==> src/rtl/core/stxf_pkg.sv <==
// ----------------------------------------------------------------------------
// stxf_pkg
// Shared types and constants of the start/end delimited frame receiver.
// ----------------------------------------------------------------------------
package stxf_pkg;

    localparam int unsigned BYTE_W   = 8;
    localparam int unsigned STATUS_W = 2;
    localparam int unsigned APB_AW   = 3;
    localparam int unsigned APB_DW   = 32;

    // result status codes
    localparam logic [STATUS_W-1:0] STATUS_DATA     = 2'd0;
    localparam logic [STATUS_W-1:0] STATUS_EMPTY    = 2'd1;
    localparam logic [STATUS_W-1:0] STATUS_OVERFLOW = 2'd2;

    // register map
    localparam logic [APB_AW-1:0] REG_START_DELIM = 3'd0;
    localparam logic [APB_AW-1:0] REG_END_DELIM   = 3'd4;

    localparam logic [BYTE_W-1:0] START_DELIM_RST = 8'h02;
    localparam logic [BYTE_W-1:0] END_DELIM_RST   = 8'h03;

    typedef enum logic [1:0] {
        ST_IDLE,
        ST_READ,
        ST_LOAD,
        ST_STATUS
    } t_state;

endpackage

==> src/rtl/core/stxf_if.sv <==
// ----------------------------------------------------------------------------
// stxf channel interfaces
// Valid/ready channels for received bytes and for deframed results.
// ----------------------------------------------------------------------------
interface stxf_in_if;
    logic                        valid;
    logic                        ready;
    logic [stxf_pkg::BYTE_W-1:0] rx_byte;

    modport source (output valid, output rx_byte, input ready);
    modport sink   (input valid, input rx_byte, output ready);
endinterface

interface stxf_out_if;
    logic                          valid;
    logic                          ready;
    logic [stxf_pkg::BYTE_W-1:0]   data_byte;
    logic [stxf_pkg::STATUS_W-1:0] frame_status;
    logic                          last;

    modport source (output valid, output data_byte, output frame_status, output last,
                    input ready);
    modport sink   (input valid, input data_byte, input frame_status, input last,
                    output ready);
endinterface

==> src/rtl/core/stxf_buf.sv <==
// ----------------------------------------------------------------------------
// stxf_buf
// Payload buffer: one write port, one read port with registered read data.
// ----------------------------------------------------------------------------
module stxf_buf #(
    parameter int unsigned DEPTH = 16
) (
    input  logic                             i_clk,
    input  logic                             i_we,
    input  logic [$clog2(DEPTH)-1:0]         i_waddr,
    input  logic [stxf_pkg::BYTE_W-1:0]      i_wdata,
    input  logic                             i_re,
    input  logic [$clog2(DEPTH)-1:0]         i_raddr,
    output logic [stxf_pkg::BYTE_W-1:0]      o_rdata
);

    logic [stxf_pkg::BYTE_W-1:0] r_mem [DEPTH];
    logic [stxf_pkg::BYTE_W-1:0] r_rdata;

    always_ff @(posedge i_clk) begin
        if (i_we) begin
            r_mem[i_waddr] <= i_wdata;
        end
    end

    // read data holds until the next read
    always_ff @(posedge i_clk) begin
        if (i_re) begin
            r_rdata <= r_mem[i_raddr];
        end
    end

    assign o_rdata = r_rdata;

endmodule

==> src/rtl/core/stx_etx_frame_receiver_top.sv <==
// ----------------------------------------------------------------------------
// stx_etx_frame_receiver_top
// Deframes a byte stream delimited by a start byte and an end byte.
// ----------------------------------------------------------------------------
// Usage:
//   i_rx carries one received byte per request. Outside a frame only the
//   start delimiter matters; other bytes are dropped. Inside a frame payload
//   bytes go to a buffer of BUFFER_BYTES-1 usable entries.
//   o_frame carries results: payload bytes (status 0, last on the final one),
//   an empty-frame marker (status 1) or an overflow error (status 2).
//   The APB port sets the start delimiter (0x0) and end delimiter (0x4).
// Flow:
//   a byte that makes no result keeps i_rx.ready high.
//   Closing a frame of N payload bytes drains the buffer through its single
//   read port, a read state then a load state per byte; output stalls pause it.
//   A status result goes out from its own state. i_rx.ready is low while results go out.
// Reset and stall:
//   synchronous reset returns to waiting for a start delimiter, restores the
//   default delimiters and empties the output register. When o_frame.ready is
//   low the result holds and the drain pauses; no result is lost.
// ----------------------------------------------------------------------------
module stx_etx_frame_receiver_top #(
    parameter int unsigned BUFFER_BYTES = 16
) (
    input  logic                            i_clk,
    input  logic                            i_rst_n,
    stxf_in_if.sink                         i_rx,
    stxf_out_if.source                      o_frame,
    input  logic                            psel,
    input  logic                            penable,
    input  logic                            pwrite,
    input  logic [stxf_pkg::APB_AW-1:0]     paddr,
    input  logic [stxf_pkg::APB_DW-1:0]     pwdata,
    output logic [stxf_pkg::APB_DW-1:0]     prdata,
    output logic                            pready
);

    localparam int unsigned CW = $clog2(BUFFER_BYTES);
    localparam logic [CW-1:0] FILL_MAX = CW'(BUFFER_BYTES - 1);

    stxf_pkg::t_state r_state, n_state;

    logic [stxf_pkg::BYTE_W-1:0]   r_start_delim, r_end_delim;
    logic                          r_in_frame;
    logic [CW-1:0]                 r_fill_count;
    logic [CW-1:0]                 r_ptr;
    logic [stxf_pkg::STATUS_W-1:0] r_pend_status;

    logic                          r_out_valid;
    logic [stxf_pkg::BYTE_W-1:0]   r_out_data;
    logic [stxf_pkg::STATUS_W-1:0] r_out_status;
    logic                          r_out_last;

    logic                          cfg_wr;
    logic                          rx_acc;
    logic                          is_start, is_end, buf_full;
    logic                          slot_free;
    logic                          ptr_at_end;
    logic                          buf_we, buf_re;
    logic [stxf_pkg::BYTE_W-1:0]   buf_rdata;
    logic                          load_data, load_status;

    // ---------------- configuration port ----------------
    assign pready = 1'b1;
    assign cfg_wr = psel && penable && pwrite;

    always_ff @(posedge i_clk) begin
        if (!i_rst_n) begin
            r_start_delim <= stxf_pkg::START_DELIM_RST;
            r_end_delim   <= stxf_pkg::END_DELIM_RST;
        end else if (cfg_wr) begin
            if (paddr[2] == stxf_pkg::REG_END_DELIM[2]) begin
                r_end_delim <= pwdata[stxf_pkg::BYTE_W-1:0];
            end else begin
                r_start_delim <= pwdata[stxf_pkg::BYTE_W-1:0];
            end
        end
    end

    always_comb begin
        if (paddr[2] == stxf_pkg::REG_END_DELIM[2]) begin
            prdata = {(stxf_pkg::APB_DW - stxf_pkg::BYTE_W)'(0), r_end_delim};
        end else begin
            prdata = {(stxf_pkg::APB_DW - stxf_pkg::BYTE_W)'(0), r_start_delim};
        end
    end

    // ---------------- byte classification ----------------
    assign rx_acc     = i_rx.valid && i_rx.ready;
    assign is_start   = (i_rx.rx_byte == r_start_delim);
    assign is_end     = (i_rx.rx_byte == r_end_delim);
    assign buf_full   = (r_fill_count == FILL_MAX);
    assign slot_free  = !r_out_valid || o_frame.ready;
    // shared compare: drain pointer against the last filled entry
    assign ptr_at_end = (r_ptr == (r_fill_count - CW'(1)));

    // ---------------- next state ----------------
    always_comb begin
        n_state = r_state;
        unique case (r_state)
            stxf_pkg::ST_IDLE: begin
                if (rx_acc && r_in_frame) begin
                    if (is_end) begin
                        n_state = (r_fill_count == '0) ? stxf_pkg::ST_STATUS
                                                       : stxf_pkg::ST_READ;
                    end else if (buf_full) begin
                        n_state = stxf_pkg::ST_STATUS;
                    end
                end
            end
            stxf_pkg::ST_READ: begin
                n_state = stxf_pkg::ST_LOAD;
            end
            stxf_pkg::ST_LOAD: begin
                if (slot_free) begin
                    n_state = ptr_at_end ? stxf_pkg::ST_IDLE : stxf_pkg::ST_READ;
                end
            end
            stxf_pkg::ST_STATUS: begin
                if (slot_free) begin
                    n_state = stxf_pkg::ST_IDLE;
                end
            end
            default: n_state = stxf_pkg::ST_IDLE;
        endcase
    end

    // ---------------- control outputs ----------------
    always_comb begin
        i_rx.ready  = 1'b0;
        buf_we      = 1'b0;
        buf_re      = 1'b0;
        load_data   = 1'b0;
        load_status = 1'b0;
        unique case (r_state)
            stxf_pkg::ST_IDLE: begin
                i_rx.ready = 1'b1;
                buf_we     = rx_acc && r_in_frame && !is_end && !buf_full;
            end
            stxf_pkg::ST_READ: begin
                buf_re = 1'b1;
            end
            stxf_pkg::ST_LOAD: begin
                load_data = slot_free;
            end
            stxf_pkg::ST_STATUS: begin
                load_status = slot_free;
            end
            default: begin
                i_rx.ready = 1'b0;
            end
        endcase
    end

    // ---------------- framing state ----------------
    always_ff @(posedge i_clk) begin
        if (!i_rst_n) begin
            r_state      <= stxf_pkg::ST_IDLE;
            r_in_frame   <= 1'b0;
            r_fill_count <= '0;
            r_ptr        <= '0;
        end else begin
            r_state <= n_state;
            if (rx_acc) begin
                if (!r_in_frame) begin
                    if (is_start) begin
                        r_in_frame   <= 1'b1;
                        r_fill_count <= '0;
                    end
                end else if (is_end) begin
                    r_in_frame <= 1'b0;
                    r_ptr      <= '0;
                end else if (!buf_full) begin
                    r_fill_count <= r_fill_count + CW'(1);
                end else begin
                    // overflow discards the frame
                    r_in_frame   <= 1'b0;
                    r_fill_count <= '0;
                end
            end
            if (load_data) begin
                r_ptr <= r_ptr + CW'(1);
                if (ptr_at_end) begin
                    r_fill_count <= '0;
                end
            end
        end
    end

    always_ff @(posedge i_clk) begin
        if (rx_acc && r_in_frame) begin
            r_pend_status <= is_end ? stxf_pkg::STATUS_EMPTY : stxf_pkg::STATUS_OVERFLOW;
        end
    end

    // ---------------- payload buffer ----------------
    stxf_buf #(
        .DEPTH (BUFFER_BYTES)
    ) u_buf (
        .i_clk   (i_clk),
        .i_we    (buf_we),
        .i_waddr (r_fill_count),
        .i_wdata (i_rx.rx_byte),
        .i_re    (buf_re),
        .i_raddr (r_ptr),
        .o_rdata (buf_rdata)
    );

    // ---------------- output register ----------------
    always_ff @(posedge i_clk) begin
        if (!i_rst_n) begin
            r_out_valid <= 1'b0;
        end else if (load_data || load_status) begin
            r_out_valid <= 1'b1;
        end else if (o_frame.ready) begin
            r_out_valid <= 1'b0;
        end
    end

    always_ff @(posedge i_clk) begin
        if (load_data) begin
            r_out_data   <= buf_rdata;
            r_out_status <= stxf_pkg::STATUS_DATA;
            r_out_last   <= ptr_at_end;
        end else if (load_status) begin
            r_out_data   <= '0;
            r_out_status <= r_pend_status;
            r_out_last   <= 1'b1;
        end
    end

    assign o_frame.valid        = r_out_valid;
    assign o_frame.data_byte    = r_out_data;
    assign o_frame.frame_status = r_out_status;
    assign o_frame.last         = r_out_last;

    // ---------------- assertions ----------------
    a_fill_bound: assert property (@(posedge i_clk) disable iff (!i_rst_n)
        r_fill_count <= FILL_MAX)
        else $error("fill count beyond usable buffer depth");

    a_drain_ptr: assert property (@(posedge i_clk) disable iff (!i_rst_n)
        (r_state == stxf_pkg::ST_READ || r_state == stxf_pkg::ST_LOAD)
            |-> (r_ptr < r_fill_count))
        else $error("drain pointer past filled entries");

    a_status_shape: assert property (@(posedge i_clk) disable iff (!i_rst_n)
        (r_out_valid && r_out_status != stxf_pkg::STATUS_DATA)
            |-> (r_out_data == '0 && r_out_last))
        else $error("status result with payload or without last");

    a_close_blocks: assert property (@(posedge i_clk) disable iff (!i_rst_n)
        (rx_acc && r_in_frame && is_end) |=> !i_rx.ready)
        else $error("input accepted while a closed frame is pending");

    a_drain_no_frame: assert property (@(posedge i_clk) disable iff (!i_rst_n)
        (r_state != stxf_pkg::ST_IDLE) |-> !r_in_frame)
        else $error("results pending while a frame is open");

endmodule

==> src/flat_wrapper.sv <==
// flat-port wrapper written by rule: the top's interface ports become plain ports
module stx_etx_frame_receiver_top_flat 
#(
    parameter int unsigned BUFFER_BYTES = 16
)
  (i_clk, i_rst_n, psel, penable, pwrite, paddr, pwdata, prdata, pready, i_rx_valid, i_rx_rx_byte, i_rx_ready, o_frame_valid, o_frame_data_byte, o_frame_frame_status, o_frame_last, o_frame_ready);
  stxf_in_if i_rx_i ();
  stxf_out_if o_frame_i ();
  input  logic i_clk;
  input  logic i_rst_n;
  input  logic psel;
  input  logic penable;
  input  logic pwrite;
  input  logic [stxf_pkg::APB_AW-1:0] paddr;
  input  logic [stxf_pkg::APB_DW-1:0] pwdata;
  output logic [stxf_pkg::APB_DW-1:0] prdata;
  output logic pready;
  input wire logic [$bits(i_rx_i.valid)-1:0] i_rx_valid;
  input wire logic [$bits(i_rx_i.rx_byte)-1:0] i_rx_rx_byte;
  output wire logic [$bits(i_rx_i.ready)-1:0] i_rx_ready;
  output wire logic [$bits(o_frame_i.valid)-1:0] o_frame_valid;
  output wire logic [$bits(o_frame_i.data_byte)-1:0] o_frame_data_byte;
  output wire logic [$bits(o_frame_i.frame_status)-1:0] o_frame_frame_status;
  output wire logic [$bits(o_frame_i.last)-1:0] o_frame_last;
  input wire logic [$bits(o_frame_i.ready)-1:0] o_frame_ready;
  assign i_rx_i.valid = i_rx_valid;
  assign i_rx_i.rx_byte = i_rx_rx_byte;
  assign i_rx_ready = i_rx_i.ready;
  assign o_frame_valid = o_frame_i.valid;
  assign o_frame_data_byte = o_frame_i.data_byte;
  assign o_frame_frame_status = o_frame_i.frame_status;
  assign o_frame_last = o_frame_i.last;
  assign o_frame_i.ready = o_frame_ready;
  stx_etx_frame_receiver_top #(.BUFFER_BYTES(BUFFER_BYTES)) u_core (.i_clk(i_clk), .i_rst_n(i_rst_n), .i_rx(i_rx_i), .o_frame(o_frame_i), .psel(psel), .penable(penable), .pwrite(pwrite), .paddr(paddr), .pwdata(pwdata), .prdata(prdata), .pready(pready));
endmodule
==> config.mk <==
export PLATFORM = sky130hd
export DESIGN_NAME = stx_etx_frame_receiver_top_flat
export DESIGN_NICKNAME = d
export VERILOG_FILES = /design/src/rtl/core/stxf_pkg.sv /design/src/rtl/core/stxf_if.sv /design/src/rtl/core/stxf_buf.sv /design/src/rtl/core/stx_etx_frame_receiver_top.sv /design/src/flat_wrapper.sv
export SDC_FILE = /design/constraint.sdc
export NUM_CORES = 1
export LEC_CHECK = 0
export ABC_AREA = 0
export BUFFER_PORTS_ARGS = -buffer_cell sky130_fd_sc_hd__clkbuf_2
export CORE_ASPECT_RATIO = 1.4
export CORE_UTILIZATION = 42
export DETAILED_ROUTE_END_ITERATION = 8
export GPL_TIMING_DRIVEN = 0
export HOLD_SLACK_MARGIN = 0.08
export PLACE_DENSITY_LB_ADDON = 0.25
export SYNTH_ARGS = -nofsm -noshare
export SYNTH_HDL_FRONTEND = slang
export SYNTH_HIERARCHICAL = 1
export SYNTH_SLANG_ARGS = --single-unit
==> constraint.sdc <==
create_clock -name i_clk -period 9.95 [get_ports i_clk]
set_clock_uncertainty 0.2 [all_clocks]
set_input_delay 2.4875 -clock i_clk [delete_from_list [all_inputs] [get_ports i_clk]]
set_output_delay 2.4875 -clock i_clk [all_outputs]
set_load 0.01 [all_outputs]
==> results of run 1 <==
## through the flow
step                total power, W  utilization  setup WS [ns]  instances
floorplan                 0.000842            -           4.07        495
global placement          0.000860        0.463           3.72        775
detailed placement        0.000862        0.463           3.69        775
CTS                        0.00153        0.498           3.69        807
global route               0.00157        0.499           3.61        808
finish                     0.00152        0.499           3.67        808
## layer usage
layer | wire length (um) | vias to the layer above
li1 | - | 1923
met5 | 0 | -
met1 | 5880 | 2058
met2 | 7950 | 129
met3 | 673 | 23
met4 | 409 | 0
## worst max-delay path by stage
| stage | slack, ns | endpoint | startpoint | cells after the start |
|---|---|---|---|---|
| after floorplan | 4.07 | prdata[0] | paddr[2] | 2 |
| after global placement | 3.72 | prdata[5] | paddr[2] | 4 |
| after detailed placement | 3.69 | prdata[5] | paddr[2] | 4 |
| after CTS | 3.69 | prdata[5] | paddr[2] | 4 |
| after global routing | 3.61 | prdata[0] | paddr[2] | 4 |
| final | 3.67 | prdata[5] | paddr[2] | 4 |
## logic make-up (layout without fill, tap and decap cells)
| family | count (synthesis) | after routing | share of synthesized area |
|---|---|---|---|
| DFF | 177 | 177 | 0.675 |
| and+or+nand+nor | 127 | 127 | 0.0847 |
| buffers and inverters | 49 | 126 | 0.0455 |
| AOI/OAI and AO/OA | 47 | 47 | 0.0397 |
| muxes | 43 | 43 | 0.120 |
| xor gates and xnor gates | 23 | 23 | 0.0271 |
| adders and majority gates | 4 | 4 | 0.00674 |
| other | 2 | 25 | 0.00101 |
## Yosys cell counts (2+ instances only)
cell / count / share of area
edfxtp_1: 147 / 0.59
nand2_1: 50 / 0.025
dfxtp_1: 30 / 0.081
buf_4: 26 / 0.026
nor2_1: 22 / 0.011
a21oi_1: 20 / 0.013
xor2_1: 19 / 0.022
mux4_2: 18 / 0.055
a22oi_1: 17 / 0.017
mux4_1: 14 / 0.050
and2_1: 9 / 0.0076
nand3_1: 9 / 0.0061
mux2_2: 8 / 0.012
inv_1: 6 / 0.0030
nor3_1: 6 / 0.0040
nand2b_1: 5 / 0.0042
o21ai_0: 5 / 0.0034
clkbuf_1: 4 / 0.0020
ha_1: 4 / 0.0067
nand4_1: 4 / 0.0034
xnor2_1: 4 / 0.0047
buf_2: 3 / 0.0020
buf_6: 3 / 0.0045
clkdlybuf4s25_2: 3 / 0.0040
mux2i_1: 3 / 0.0040
nor2b_1: 3 / 0.0025
nor3b_1: 3 / 0.0030
and3_1: 2 / 0.0017
conb_1: 2 / 0.0010
nand3b_1: 2 / 0.0020
nor4_1: 2 / 0.0017
nor4_2: 2 / 0.0034
## sequential cells by signal, summed over array words and instances (netlist names)
| register | count |
|---|---|
| u_core/u_buf/o_rdata | 8 |
| u_core/r_end_delim | 8 |
| u_core/o_frame.valid | 1 |
| u_core/r_start_delim | 8 |
| u_core/r_ptr | 4 |
| u_core/r_in_frame | 1 |
| u_core/r_pend_status | 2 |
| u_core/r_state | 2 |
| u_core/u_buf/r_mem | 128 |
| u_core/o_frame.last | 1 |
| u_core/o_frame.data_byte | 8 |
| u_core/o_frame.frame_status | 2 |
| u_core/r_fill_count | 4 |
## worst min-delay path, delay by kind of cell, from the launching register on
family / cells / cell delay [ns]
flip-flops: 1 / 0.32
AO/OA/AOI/OAI: 1 / 0.05
AND/OR/NAND/NOR: 1 / 0.04
## cell type report
class	count	area [um^2]	area share
buffer	42	312	0.0361
clock buffer	19	433	0.0501
clock inverter	13	170	0.0197
inverter	7	26.3	0.00304
multi-input combinational	269	2160	0.250
sequential	177	5010	0.580
tap	236	295	0.0342
timing repair buffer	45	228	0.0264
## power breakdown
group	leakage, nW	switching [W]	internal [W]
Clock	0.287	0.000278	0.000399
Combinational	1.19	0.0000272	0.0000160
Sequential	1.55	0.00000143	0.000801
==> metrics.cfg, run 1 <==
[status]
status = completed

[synth]
synthFlopType = edfxtp_1
synth_cells = 472
synth_edf_count = 147
ys_seq_elements = 177
netlist_area_um2 = 7430
async_flop_share = 0
ys_seq_area_frac = 0.675
yosysWarnings = 6
avgSynthCellArea_um2 = 15.7
ys_types = 49

[worst_setup_path]
slowest_delay_ns = 0.48
timing.rr.end = u_core/u_buf/r_mem[8][1]$_DFFE_PP_
reg2reg_slack_ns = 6.47
crit_buf_inv = 3
crit_family = buffers and inverters
worstReg2RegStart = u_core/r_fill_count[1]$_SDFF_PN0_
arrival_ns = 3.59
cp-end-kind = output pin
crit_required_ns = 7.26
critPathLaunchType = input port
crit_chain = clkbuf_2 -> clkbuf_1 -> mux2_2 -> clkbuf_2
path_max_fanout = 10
r2r_cells = 5
cp_common_cell = clkbuf_2
slowest_stage = clkbuf_1
path_class = in2out

[clock_network]
cts_resized = 0
cts_tree = done
root_buffer = clkbuf_16
cts_buffer_depth = 2
cts_buffers = 17
cts_sinks = 177
clk_latency_ns = 0.43
htree_levels = 4
cts.reportedPaths.clkPinSlew_ns = 0.06
cts_setup_buffers = 0
cts.hold.buffers_added = 0

[sta]
slew_viol_final = 0
min_period_over_period = 0.631
setup_viol = 0
hold_viol_final = 0
rsz0062_at_grt = no
min_period_ns = 6.28
fmax_mhz = 159
worst_slew_pin_slew_ns = 1.35
final.setup.tns_ns = 0
relSlewSlack = 0.0903
holdWs_ns = 0.251

[global_routing]
grtUsageTotal = 0.175
top_usage_layer = met2
antenna_found_initial = 0
grt_max_degree = 19
use_met1 = 0.208
grt_pass1_wl_um = 22900
use_met2 = 0.304
grt_pass1_vias = 4020
grt-ovfl-total = 0
grt_use_met3 = 0.0384

[die]
die_y_um = 159
core_area_um2 = 17300
die_width_um = 114
rows = 57
die_area_um2 = 18200
ios = 96
initial_core_util = 0.429

[route]
vias = 4133
drc = 0
drt_pass1_iterations = 4
routed_wl_um = 14900
wl_per_cell_um = 18.5
dr.first_iter.drc_count = 313
postRouteAntennaNets = 0
via_per_inst = 5.12

[cells_and_area]
syn2layout_area_growth_pct = 16.3
layout.nets = 613
drive_gt1_frac = 0.253
final_cell_mix = edfxtp_1 (147), nand2_1 (50), clkbuf_2 (45)
final_common_cell = edfxtp_1
diodes = 0
fill_cells = 1470
stdcell_area_um2 = 8640

[power_and_ir_drop]
power_density_nw_per_um2 = 176
p_leak_nw = 3.03
ir_drop_mv = 0.0954

[hold_path]
hp-class = reg2reg
min-delay-start = u_core/o_frame.frame_status[0]$_SDFFE_PP0P_
whs_path_depth = 2
hold_end = u_core/o_frame.frame_status[0]$_SDFFE_PP0P_

[placed_design]
place_area_um2 = 8030
place.gp.congestion = 0.803
numPortBuffers = 44
dpl.hpwl_um = 10200

[job]
cap_violations = 0

Note: power is estimated with default switching activity, not from simulation.
==> run 2, diff against run 1 <==
Settings changed: ABC_AREA 0 to 1.
Clock period 9.95 ns to 5.1 ns, I/O delays scaled along.
==> run 2 against run 1 <==
Sequential share of layout area is 5.3 points lower. Power is 98% higher. Flip-flop and latch count stayed put. Die area is 11% higher. Critical path depth is 7 higher. Global-route usage is 2.6 points higher. Sequential power is 96% higher. Synthesized cell count is 87% higher. Largest cell class unchanged. Highest routed layer unchanged.
==> metrics.cfg, run 2 <==
[route]
drt_pass1_iterations = 5
via_per_inst = 4.81
wl_per_cell_um = 15.6
routed_wl_um = 19200
dr.first_iter.drc_count = 407
drc = 0
postRouteAntennaNets = 0
vias = 5904

[synth]
synth_area_leaders = edfxtp_1 (53%), nand2_1 (11%), dfxtp_1 (7.3%)
ys_seq_elements = 177
synth_cells = 881
yosysWarnings = 6
async_flop_share = 0
yosysTopAreaCell = edfxtp_1
yosysMostFrequentCell = nand2_1
synth_common_cells = nand2_1 (237), edfxtp_1 (147), inv_1 (138)
synth_edf_count = 147
avgSynthCellArea_um2 = 9.39
synthFlopType = edfxtp_1
synth_top_area_frac = 0.533
ys_seq_area_frac = 0.606
netlist_area_um2 = 8270
ys_types = 36

[worst_setup_path]
crit_chain = clkbuf_2 -> inv_1 -> nand2_1 -> nand2_1 -> nand2_1 -> nor2_4 -> nand2_4 -> nand2_4 -> nor2_1 -> nand3_1 -> nor2_1
cp_common_cell = nand2_1
arrival_ns = 3.52
slowest_delay_ns = 0.75
crit_required_ns = 4.95
slowest_stage = nor2_1
cp-end-kind = register
path_max_fanout = 19
path_class = in2reg
critPathLaunchType = input port

[global_routing]
grt_max_degree = 20
antenna_found_initial = 0
grt-ovfl-total = 0
use_met1 = 0.243
grt_pass1_wl_um = 30200
grt_pass1_vias = 5596
grt_use_met3 = 0.0234
use_met2 = 0.354
top_usage_layer = met2
grtUsageTotal = 0.201

[die]
core_area_um2 = 19300
rows = 60
initial_core_util = 0.429
die_width_um = 121
die_y_um = 168
die_area_um2 = 20300
ios = 96

[cells_and_area]
top_register = u_core/u_buf/r_mem
largest_register_ff_count = 128
diodes = 0
syn2layout_area_growth_pct = 14.9
drive_gt1_frac = 0.163
final_cell_mix = nand2_1 (237), edfxtp_1 (147), inv_1 (138)
final_common_cell = nand2_1
layout.nets = 1021

[status]
status = completed

[clock_network]
cts.hold.buffers_added = 0
cts_setup_buffers = 0
cts_buffer_depth = 2
cts_sinks = 177
cts_resized = 0
clk_latency_ns = 0.43
cts_tree = done
cts.reportedPaths.clkPinSlew_ns = 0.07
htree_levels = 4
cts_buffers = 17
root_buffer = clkbuf_16

[sta]
rsz0062_at_grt = no
min_period_over_period = 0.721
relSlewSlack = 0.394
final.setup.tns_ns = 0
worst_slew_pin_slew_ns = 0.906
slew_viol_final = 0
min_period_ns = 3.68
setup_viol = 0
fmax_mhz = 272
hold_viol_final = 0

[power_and_ir_drop]
ir_drop_mv = 0.204
total_power_w = 0.00302
p_leak_nw = 4.19
power_density_nw_per_um2 = 318

[job]
cap_violations = 0

[placed_design]
dpl.hpwl_um = 13300
place.gp.congestion = 0.905
numPortBuffers = 44

[hold_path]
hp-class = reg2reg

run 2: changes by cell type after synthesis, moves of 17 or more:
cell and change:
nand2_1 +187, nor2_1 +28, a22oi_1 -17, mux4_2 -18, inv_1 +132, o21ai_0 +20
xor2_1 -18, nand3_1 +104
run 2: report_power, final:
group	total, W	leakage [nW]	internal [W]	switching [W]
sequential	0.00157	1.58	0.00156	0.00000305
clock	0.00135	0.294	0.000767	0.000586
combinational	0.000102	2.31	0.0000344	0.0000672
run 2: per-layer routing:
layer  vias up  wire length, um
met5         -                0
met4         0              593
met3        31              936
met2       193             9750
met1      2725             7890
li1       2955                -
run 2: final cells by class:
| class | instances | area (um^2) |
|---|---|---|
| sequential | 177 | 5010 |
| buffer | 53 | 372 |
| clock inverter | 13 | 163 |
| clock buffer | 19 | 453 |
| fill | 1820 | 9790 |
| tap | 248 | 310 |
| timing repair buffer | 44 | 220 |
| inverter | 151 | 568 |
| multi-input combinational | 523 | 2410 |
run 2: worst paths after layout:
check	slack, ns	start	cells past startpoint	endpoint
worst min-delay path	0.28	u_core/o_frame.frame_status[1]$_SDFFE_PP0P_	2	u_core/o_frame.frame_status[1]$_SDFFE_PP0P_
worst min register to register	0.28	u_core/o_frame.frame_status[1]$_SDFFE_PP0P_	2	u_core/o_frame.frame_status[1]$_SDFFE_PP0P_
worst max-delay path	1.42	i_rx_rx_byte[4]	11	u_core/u_buf/r_mem[13][2]$_DFFE_PP_
worst max register to register	2.38	u_core/r_end_delim[4]$_SDFFE_PN0P_	10	u_core/u_buf/r_mem[13][2]$_DFFE_PP_
run 2: metrics by stage:
step / worst slack, ns / std cells / hold slack [ns] / util / area, um^2
6_report: 1.42 / 1228 / 0.283 / 0.493 / 9510
2_1_floorplan: 1.87 / 904 / 0.256 / - / 8360
3_5_place_dp: 0.906 / 1196 / 0.275 / 0.461 / 8890
4_1_cts: 1.35 / 1228 / 0.287 / 0.493 / 9510
3_3_place_gp: 1.03 / 1196 / 0.274 / 0.461 / 8890
5_1_grt: 1.26 / 1228 / 0.314 / 0.493 / 9510
run 2: kinds of logic (layout without fill, tap and decap cells):
family,Yosys count,in the layout,synth area share
simple gates,431,431,0.230
flops,177,177,0.606
other cells,2,25,0.000908
buf+inv,204,280,0.114
compound gates,54,54,0.0342
xor+xnor,9,9,0.00953
fa+ha+maj,4,4,0.00605
run 2: critical path, delay by kind of cell:
family | cells | cell delay (ns)
simple gates | 9 | 1.77
buf+inv | 2 | 0.48
